==> config.mk <==
export PLATFORM = sky130hd
export DESIGN_NAME = spectral_peak_top_ten
export DESIGN_NICKNAME = d
export VERILOG_FILES = /design/src/hw/rtl/spk_pkg.sv /design/src/hw/rtl/spk_front.sv /design/src/hw/rtl/spk_queue.sv /design/src/hw/rtl/spk_back.sv /design/src/hw/rtl/spectral_peak_top_ten.sv
export VERILOG_INCLUDE_DIRS = /design/src /design/src/hw/rtl
export SDC_FILE = /design/constraint.sdc
export NUM_CORES = 2
export LEC_CHECK = 0
export BUFFER_PORTS_ARGS = -buffer_cell sky130_fd_sc_hd__buf_2
export CAP_MARGIN = 5
export CORE_ASPECT_RATIO = 0.8
export CORE_UTILIZATION = 25
export DETAILED_ROUTE_END_ITERATION = 8
export REMOVE_ABC_BUFFERS = 1
export SLEW_MARGIN = 40
export SYNTH_ARGS = -nofsm -noshare
export SYNTH_HDL_FRONTEND = slang
export SYNTH_SLANG_ARGS = --single-unit
==> constraint.sdc <==
create_clock -name i_clk -period 12.4 [get_ports i_clk]
set_clock_uncertainty 0.15 [all_clocks]
set_input_delay 1.24 -clock i_clk [delete_from_list [all_inputs] [get_ports i_clk]]
set_output_delay 1.24 -clock i_clk [all_outputs]
set_load 0.005 [all_outputs]
==> src/hw/rtl/assert_macros.svh <==
// ----------------------------------------------------------------------------
// assert_macros.svh
// Assertion helpers, clocked on i_clk and disabled while i_rst_n is low.
// ----------------------------------------------------------------------------
`ifndef ASSERT_MACROS_SVH
`define ASSERT_MACROS_SVH

// condition holds at every edge
`define SPK_ASSERT(lbl, cond, msg) \
    lbl: assert property (@(posedge i_clk) disable iff (!i_rst_n) (cond)) \
        else $error(msg);

// antecedent at one edge implies consequent at the next
`define SPK_ASSERT_NEXT(lbl, ante, cons, msg) \
    lbl: assert property (@(posedge i_clk) disable iff (!i_rst_n) (ante) |=> (cons)) \
        else $error(msg);

`endif

==> src/hw/rtl/spk_pkg.sv <==
// ----------------------------------------------------------------------------
// spk_pkg
// Types and constants shared by the spectral peak picker.
// ----------------------------------------------------------------------------
package spk_pkg;

    localparam int MAX_BINS    = 4096;
    localparam int TOP_COUNT   = 10;
    localparam int QUEUE_DEPTH = 4;

    localparam int SMP_W  = 16;
    localparam int MAG_W  = SMP_W + 1;
    localparam int SQ_W   = 31;
    localparam int PWR_W  = 32;
    localparam int BIN_W  = 12;
    localparam int CNT_W  = $clog2(MAX_BINS);
    localparam int IDX_W  = (TOP_COUNT > 1) ? $clog2(TOP_COUNT) : 1;
    localparam int Q_AW   = $clog2(QUEUE_DEPTH);
    localparam int Q_CW   = Q_AW + 1;

    localparam logic KIND_POWER = 1'b0;
    localparam logic KIND_PEAK  = 1'b1;

    typedef struct packed {
        logic signed [SMP_W-1:0] real_part;
        logic signed [SMP_W-1:0] imag_part;
        logic                    frame_end;
    } t_in;

    typedef struct packed {
        logic             item_kind;
        logic [PWR_W-1:0] power_value;
        logic [BIN_W-1:0] bin_index;
        logic             run_last;
    } t_out;

    typedef struct packed {
        logic [PWR_W-1:0] power;
        logic [BIN_W-1:0] bin;
        logic             frame_end;
        logic             peak_vld;
        logic [PWR_W-1:0] peak_pwr;
        logic [BIN_W-1:0] peak_bin;
    } t_cmd;

    typedef struct packed {
        logic push;
        logic full;
    } t_q_ctl;

    typedef enum logic {
        BK_RUN,
        BK_DUMP
    } t_bk_state;

endpackage

==> src/hw/rtl/spk_front.sv <==
// ----------------------------------------------------------------------------
// spk_front
// Bin power computation, power history and local peak detection.
// ----------------------------------------------------------------------------
module spk_front (
    input  logic          i_clk,
    input  logic          i_rst_n,
    input  logic          i_in_valid,
    output logic          o_in_ready,
    input  spk_pkg::t_in  i_in_data,
    input  logic          i_q_full,
    output logic          o_q_push,
    output spk_pkg::t_cmd o_q_data
);
    import spk_pkg::*;

    logic             r_a_vld;
    logic [SQ_W-1:0]  r_a_re2;
    logic [SQ_W-1:0]  r_a_im2;
    logic             r_a_end;
    logic [PWR_W-1:0] r_b1;
    logic [PWR_W-1:0] r_b2;
    logic [CNT_W-1:0] r_cnt;

    logic [MAG_W-1:0]   w_re_mag;
    logic [MAG_W-1:0]   w_im_mag;
    logic [2*MAG_W-1:0] w_re_sq;
    logic [2*MAG_W-1:0] w_im_sq;
    logic [PWR_W-1:0]   w_pw;
    logic               w_push;
    logic               w_peak;
    logic [CNT_W-1:0]   n_cnt;

    always_comb begin
        w_re_mag = i_in_data.real_part[SMP_W-1]
                 ? (MAG_W'(1 << SMP_W) - {1'b0, i_in_data.real_part})
                 : {1'b0, i_in_data.real_part};
        w_im_mag = i_in_data.imag_part[SMP_W-1]
                 ? (MAG_W'(1 << SMP_W) - {1'b0, i_in_data.imag_part})
                 : {1'b0, i_in_data.imag_part};
        w_re_sq  = w_re_mag * w_re_mag;
        w_im_sq  = w_im_mag * w_im_mag;
    end

    assign o_in_ready = !r_a_vld || !i_q_full;
    assign w_push     = r_a_vld && !i_q_full;
    assign w_pw       = {1'b0, r_a_re2} + {1'b0, r_a_im2};
    assign w_peak     = (r_cnt >= CNT_W'(2)) && (r_b1 > r_b2) && (r_b1 > w_pw);
    assign n_cnt      = (r_cnt == CNT_W'(MAX_BINS - 1)) ? '0 : r_cnt + CNT_W'(1);

    always_comb begin
        o_q_push           = w_push;
        o_q_data.power     = w_pw;
        o_q_data.bin       = BIN_W'(r_cnt);
        o_q_data.frame_end = r_a_end;
        o_q_data.peak_vld  = w_peak;
        o_q_data.peak_pwr  = r_b1;
        o_q_data.peak_bin  = BIN_W'(r_cnt - CNT_W'(1));
    end

    always_ff @(posedge i_clk) begin
        if (!i_rst_n) begin
            r_a_vld <= 1'b0;
            r_b1    <= '0;
            r_b2    <= '0;
            r_cnt   <= '0;
        end else begin
            if (o_in_ready) begin
                r_a_vld <= i_in_valid;
            end
            if (w_push) begin
                if (r_a_end) begin
                    r_b1  <= '0;
                    r_b2  <= '0;
                    r_cnt <= '0;
                end else begin
                    r_b1  <= w_pw;
                    r_b2  <= r_b1;
                    r_cnt <= n_cnt;
                end
            end
        end
    end

    always_ff @(posedge i_clk) begin
        if (i_in_valid && o_in_ready) begin
            r_a_re2 <= w_re_sq[SQ_W-1:0];
            r_a_im2 <= w_im_sq[SQ_W-1:0];
            r_a_end <= i_in_data.frame_end;
        end
    end

endmodule

==> src/hw/rtl/spk_queue.sv <==
// ----------------------------------------------------------------------------
// spk_queue
// Small command FIFO between the front and back ends.
// ----------------------------------------------------------------------------
`include "assert_macros.svh"

module spk_queue (
    input  logic           i_clk,
    input  logic           i_rst_n,
    input  spk_pkg::t_q_ctl i_ctl,
    output logic           o_full,
    input  spk_pkg::t_cmd  i_data,
    input  logic           i_pop,
    output logic           o_vld,
    output spk_pkg::t_cmd  o_data
);
    import spk_pkg::*;

    t_cmd            r_mem [QUEUE_DEPTH];
    logic [Q_AW-1:0] r_wr;
    logic [Q_AW-1:0] r_rd;
    logic [Q_CW-1:0] r_count;

    logic w_push;
    logic w_pop;

    assign o_full = (r_count == Q_CW'(QUEUE_DEPTH));
    assign o_vld  = (r_count != '0);
    assign o_data = r_mem[r_rd];
    assign w_push = i_ctl.push && !o_full;
    assign w_pop  = i_pop && o_vld;

    always_ff @(posedge i_clk) begin
        if (!i_rst_n) begin
            r_wr    <= '0;
            r_rd    <= '0;
            r_count <= '0;
        end else begin
            if (w_push) begin
                r_wr <= (r_wr == Q_AW'(QUEUE_DEPTH - 1)) ? '0 : r_wr + Q_AW'(1);
            end
            if (w_pop) begin
                r_rd <= (r_rd == Q_AW'(QUEUE_DEPTH - 1)) ? '0 : r_rd + Q_AW'(1);
            end
            unique case ({w_push, w_pop})
                2'b10:   r_count <= r_count + Q_CW'(1);
                2'b01:   r_count <= r_count - Q_CW'(1);
                default: r_count <= r_count;
            endcase
        end
    end

    always_ff @(posedge i_clk) begin
        if (w_push) begin
            r_mem[r_wr] <= i_data;
        end
    end

    `SPK_ASSERT(a_no_overflow, !(i_ctl.push && i_ctl.full && o_full), "push into full queue")
    `SPK_ASSERT(a_ptr_count, (r_count == '0 || r_count == Q_CW'(QUEUE_DEPTH)) == (r_wr == r_rd), "queue pointers disagree with count")

endmodule

==> src/hw/rtl/spk_back.sv <==
// ----------------------------------------------------------------------------
// spk_back
// Sorted peak list, power result output and end-of-frame list dump.
// ----------------------------------------------------------------------------
`include "assert_macros.svh"

module spk_back (
    input  logic          i_clk,
    input  logic          i_rst_n,
    input  logic          i_q_vld,
    input  spk_pkg::t_cmd i_q_data,
    output logic          o_q_pop,
    output logic          o_out_valid,
    input  logic          i_out_ready,
    output spk_pkg::t_out o_out_data
);
    import spk_pkg::*;

    t_bk_state        r_state;
    t_bk_state        n_state;
    logic [IDX_W-1:0] r_idx;
    logic [IDX_W-1:0] n_idx;
    logic [PWR_W-1:0] r_pwr [TOP_COUNT];
    logic [BIN_W-1:0] r_bin [TOP_COUNT];
    logic [PWR_W-1:0] n_pwr [TOP_COUNT];
    logic [BIN_W-1:0] n_bin [TOP_COUNT];
    logic             r_o_vld;
    t_out             r_o_data;
    logic             n_o_load;
    t_out             n_o_data;

    logic                 w_out_free;
    logic [TOP_COUNT-1:0] w_gt;
    logic                 w_sorted;
    logic                 w_empty;

    assign w_out_free  = !r_o_vld || i_out_ready;
    assign o_out_valid = r_o_vld;
    assign o_out_data  = r_o_data;

    always_comb begin
        for (int j = 0; j < TOP_COUNT; j++) begin
            w_gt[j] = i_q_data.peak_pwr > r_pwr[j];
        end
    end

    always_comb begin
        n_state  = r_state;
        n_idx    = r_idx;
        o_q_pop  = 1'b0;
        n_o_load = 1'b0;
        n_o_data = r_o_data;
        for (int j = 0; j < TOP_COUNT; j++) begin
            n_pwr[j] = r_pwr[j];
            n_bin[j] = r_bin[j];
        end
        unique case (r_state)
            BK_RUN: begin
                if (i_q_vld && w_out_free) begin
                    o_q_pop              = 1'b1;
                    n_o_load             = 1'b1;
                    n_o_data.item_kind   = KIND_POWER;
                    n_o_data.power_value = i_q_data.power;
                    n_o_data.bin_index   = i_q_data.bin;
                    n_o_data.run_last    = !i_q_data.frame_end;
                    if (i_q_data.peak_vld) begin
                        for (int j = 0; j < TOP_COUNT; j++) begin
                            if (w_gt[j]) begin
                                if (j == 0 || !w_gt[(j > 0) ? j - 1 : 0]) begin
                                    n_pwr[j] = i_q_data.peak_pwr;
                                    n_bin[j] = i_q_data.peak_bin;
                                end else begin
                                    n_pwr[j] = r_pwr[(j > 0) ? j - 1 : 0];
                                    n_bin[j] = r_bin[(j > 0) ? j - 1 : 0];
                                end
                            end
                        end
                    end
                    if (i_q_data.frame_end) begin
                        n_state = BK_DUMP;
                        n_idx   = IDX_W'(TOP_COUNT - 1);
                    end
                end
            end
            BK_DUMP: begin
                if (w_out_free) begin
                    n_o_load             = 1'b1;
                    n_o_data.item_kind   = KIND_PEAK;
                    n_o_data.power_value = r_pwr[r_idx];
                    n_o_data.bin_index   = r_bin[r_idx];
                    n_o_data.run_last    = (r_idx == '0);
                    if (r_idx == '0) begin
                        n_state = BK_RUN;
                        for (int j = 0; j < TOP_COUNT; j++) begin
                            n_pwr[j] = '0;
                            n_bin[j] = '0;
                        end
                    end else begin
                        n_idx = r_idx - IDX_W'(1);
                    end
                end
            end
            default: n_state = BK_RUN;
        endcase
    end

    always_ff @(posedge i_clk) begin
        if (!i_rst_n) begin
            r_state <= BK_RUN;
            r_idx   <= '0;
            r_o_vld <= 1'b0;
            for (int j = 0; j < TOP_COUNT; j++) begin
                r_pwr[j] <= '0;
                r_bin[j] <= '0;
            end
        end else begin
            r_state <= n_state;
            r_idx   <= n_idx;
            if (n_o_load) begin
                r_o_vld <= 1'b1;
            end else if (i_out_ready) begin
                r_o_vld <= 1'b0;
            end
            for (int j = 0; j < TOP_COUNT; j++) begin
                r_pwr[j] <= n_pwr[j];
                r_bin[j] <= n_bin[j];
            end
        end
    end

    always_ff @(posedge i_clk) begin
        if (n_o_load) begin
            r_o_data <= n_o_data;
        end
    end

    always_comb begin
        w_sorted = 1'b1;
        w_empty  = 1'b1;
        for (int j = 0; j < TOP_COUNT; j++) begin
            if (j > 0 && r_pwr[j] > r_pwr[(j > 0) ? j - 1 : 0]) begin
                w_sorted = 1'b0;
            end
            if (r_pwr[j] != '0 || r_bin[j] != '0) begin
                w_empty = 1'b0;
            end
        end
    end

    `SPK_ASSERT(a_list_sorted, w_sorted, "peak list out of descending order")
    `SPK_ASSERT_NEXT(a_clear_after_dump, r_state == BK_DUMP && r_idx == '0 && w_out_free, w_empty && r_state == BK_RUN, "peak list not cleared after dump")
    `SPK_ASSERT(a_no_pop_in_dump, !(r_state == BK_DUMP && o_q_pop), "queue popped during list dump")

endmodule

==> src/hw/rtl/spectral_peak_top_ten.sv <==
// ----------------------------------------------------------------------------
// spectral_peak_top_ten
// Per-bin power output and ten strongest local peaks per frame.
// ----------------------------------------------------------------------------
// One bin is accepted per cycle while the command queue has room; its power
// passes the square stage, then sum and peak check into the command queue,
// then the output register, before it is valid at the output.
// A bin flagged frame_end gives eleven transactions, its power and then the
// ten list entries weakest first from the output register, one per cycle
// while i_out_ready is high; meanwhile the four-entry command queue and front
// stage accept bins till full. Peak insertion compares all ten slots at once.
module spectral_peak_top_ten (
    input  logic          i_clk,
    input  logic          i_rst_n,
    input  logic          i_in_valid,
    output logic          o_in_ready,
    input  spk_pkg::t_in  i_in_data,
    output logic          o_out_valid,
    input  logic          i_out_ready,
    output spk_pkg::t_out o_out_data
);
    import spk_pkg::*;

    t_q_ctl w_q_ctl;
    t_cmd   w_push_data;
    t_cmd   w_pop_data;
    logic   w_q_full;
    logic   w_q_vld;
    logic   w_q_pop;
    logic   w_push;

    assign w_q_ctl.push = w_push;
    assign w_q_ctl.full = w_q_full;

    spk_front u_front (
        .i_clk      (i_clk),
        .i_rst_n    (i_rst_n),
        .i_in_valid (i_in_valid),
        .o_in_ready (o_in_ready),
        .i_in_data  (i_in_data),
        .i_q_full   (w_q_full),
        .o_q_push   (w_push),
        .o_q_data   (w_push_data)
    );

    spk_queue u_queue (
        .i_clk   (i_clk),
        .i_rst_n (i_rst_n),
        .i_ctl   (w_q_ctl),
        .o_full  (w_q_full),
        .i_data  (w_push_data),
        .i_pop   (w_q_pop),
        .o_vld   (w_q_vld),
        .o_data  (w_pop_data)
    );

    spk_back u_back (
        .i_clk       (i_clk),
        .i_rst_n     (i_rst_n),
        .i_q_vld     (w_q_vld),
        .i_q_data    (w_pop_data),
        .o_q_pop     (w_q_pop),
        .o_out_valid (o_out_valid),
        .i_out_ready (i_out_ready),
        .o_out_data  (o_out_data)
    );

endmodule
==> key figures <==
Outcome
  – Status: finished clean

Layout
  – # nets final: around 7400
  – Ant diodes: 0
  – Fill cell count: 28000
  – Layout cells sized above 1: 0.0930
  – Area delta synth->final: 12.2%
  – Final std cells w/o fill: 10100
  – Multi-input logic area: between 30000 and 40000 sq um
  – Sequential Area: 24900 sq um

STA
  – Final Slew Violations: 0
  – Hold Vio Cnt, Final: 0
  – Tmin final: just over 9 ns
  – RSZ-0062 raised after global routing: false
  – Final worst path period share: 0.739
  – Max transition margin: 0.406
  – Worst slew pin tran: 0.884 ns
  – Final setup viols: 0
  – F_max: between 0.1 and 0.15 GHz

GRT
  – Largest net degree at the start of global routing: between 70 and 80
  – Gr ovfl total: 0
  – Antenna violations before repair: 2
  – Number of global-route vias before repair: about 48000
  – Overall Global Routing Usage: 0.127
  – First-pass GRT wire length: approximately 280000 um

Setup path
  – Worst Setup SP: i_in_data[17]
  – CP delay by family, top: adder cells
  – Worst path bufs/invs: 6
  – CP required: 12.72 ns
  – Worst path max stage delay: 0.55 ns
  – Setup crit end kind: flop
  – Arrival @ worst endpoint: 9.48 ns
  – CP max FO: 16
  – Crit path top cell by count: fa_1
  – Critical path startpoint category: input port
  – Slowest-stage cell, CP: fa_1
  – Worst setup path category: in -> reg

Job
  – Max Cap Viol: 0

Logic synthesis
  – #FFs+latches synth: 1003
  – Area of the mapped netlist: 68600 sq um
  – Synth Instances: about 6400
  – Synthesized area per cell: 10.7 sq um
  – Netlist cell types: between 80 and 90
  – Yosys warns: 0
  – Top cells by area, synth: edfxtp_1 21%, dfxtp_1 15%, fa_1 11%, ha_1 11%, mux2i_1 6.2%
  – Dominant synthesized flop cell: dfxtp_1
  – Top-area cell type share of the netlist area: 0.210
  – Sequential cell area fraction in the yosys report: 0.362
  – Synth area leader: edfxtp_1
  – Asr flop ratio synth: 0
  – Post-synth EDFFs: 479

Route
  – WL per Instance: 17.6 um
  – Uppermost routed layer: met4
  – Initial drt markers: 3198
  – Met2 WL: 80800 um
  – DR DRC count: 0
  – Wire length on met1: 83800 um
  – Drt via density: 4.67
  – DRT Pass-1 Iters: 5
  – Final WL: 178000 um
  – Routed met3 length: 9480 um
  – Final ANT Viol Nets: 0
  – Vias: 47300

Floorplan
  – IO Count: between 80 and 90
  – FP Rows: 171
  – Die W: 588 um
  – DIE HEIGHT: 471 um
  – Die area: 277000 sq um
  – Core box area: 272000 sq um
  – Initial Util: 0.252

Clock network
  – Clock Sinks: 1003
  – Post-CTS setup repair buffer count: 0
  – Max H-tree Level: 3
  – Hold_buf cts: 0
  – Root buf cell: clkbuf_16
  – Number of buffers created by CTS: 107
  – Worst-skew pair later-pin latency: 0.73 ns
  – Clk buf depth: 3
  – CTS tree: done
  – Post-CTS sizing: 0
  – Clk slew on worst S/H paths: 0.06 ns

Place
  – Final Wtd Congestion: about 0.87
  – DP HPWL: 133000 um
  – Dpl cells: 9923
  – I/O Buffers: 84

Hold path
  – Hold path startpoint: u_front.r_b2[26]
  – Hold crit path type: reg -> reg
flip-flops by register name (all words and copies together) (netlist names), 2 cells and up, named ones only:
name / cells
u_queue.r_count: 3
u_front.r_cnt: 12
u_queue.r_rd: 2
u_front.r_a_re2: 30
u_back.r_idx: 4
u_back.r_pwr: 320
u_back.r_bin: 120
u_queue.r_mem: 360
u_queue.r_wr: 2
u_front.r_a_im2: 30
u_front.r_b1: 32
u_front.r_b2: 32
u_back.o_out_data: 46
cell usage after synthesis, drive strengths merged (103+ instances only):
cell	n
inv	990
ha	612
dfxtp	524
edfxtp	479
nand2	443
mux2i	425
fa	383
o2bb2ai	296
a21oi	264
nor2	254
clkbuf	230
o21ai	186
mux4	178
a21o	164
nor2b	103
per-layer routing:
layer / vias up / track usage
met1: 23600 / 0.176
met4: 0 / 0.0326
met3: 207 / 0.0197
met5: - / 0
met2: 1192 / 0.204
li1: 22300 / -
final timing paths:
kind / to / slack (ns) / cells after the start
max: u_front.r_a_re2[29] / 3.24 / 28
min: u_front.r_b2[26] / 0.31 / 2
max reg2reg: u_back.r_bin[3][0] / 6.15 / 13
min reg2reg: u_front.r_b2[26] / 0.31 / 2
kinds of logic after synthesis:
kind of cell             synth area share
adder cells (fa/ha/maj)             0.223
flip-flops                          0.362
AO/OA/AOI/OAI                       0.120
XOR/XNOR                           0.0176
multiplexers                        0.128
AND/OR/NAND/NOR                    0.0767
buffers and inverters              0.0727
other                            0.000109
final cells by class:
| type | instances | share of cell area |
|---|---|---|
| Inverter | 995 | 0.0485 |
| Clock buffer | 149 | 0.0388 |
| Multi-Input combinational cell | 4143 | 0.510 |
| Tap cell | 3633 | 0.0590 |
| Timing Repair Buffer | 150 | 0.0126 |
| Clock inverter | 53 | 0.00815 |
| Sequential cell | 1003 | 0.323 |
tightest hold or removal path: stages, from the launching register on:
cell and delay, ns:
dfxtp_1 0.31, nand2_1 0.05, a21boi_0 0.06
cells in the final DEF, fill, tap and decap left out, types with 248 or more instances in the layout:
cell type  synthesis  final
inv_1            986    985
dfxtp_1          524    517
fa_1             383    383
nand2_1          442    442
edfxtp_1         479    479
o2bb2ai_1        296    296
mux2i_1          425    425
ha_1             612    612
nor2_1           252    248
a21oi_1          264    262
stage by stage:
stage                      util  setup TNS [ns]  worst slack, ns  area, sq um  hold slack (ns)
after floorplan               -         -119.84            -1.24        67600            0.291
after global routing      0.283               0             2.80        77100            0.335
after CTS                 0.283               0             3.39        77000            0.315
after global placement    0.269               0             2.63        73300            0.300
final                     0.283               0             3.24        77100            0.311
after detailed placement  0.270               0             2.63        73400            0.307
Power is not shown: default switching activity piles up to over one toggle a cycle in this logic, so the estimate is an artifact.
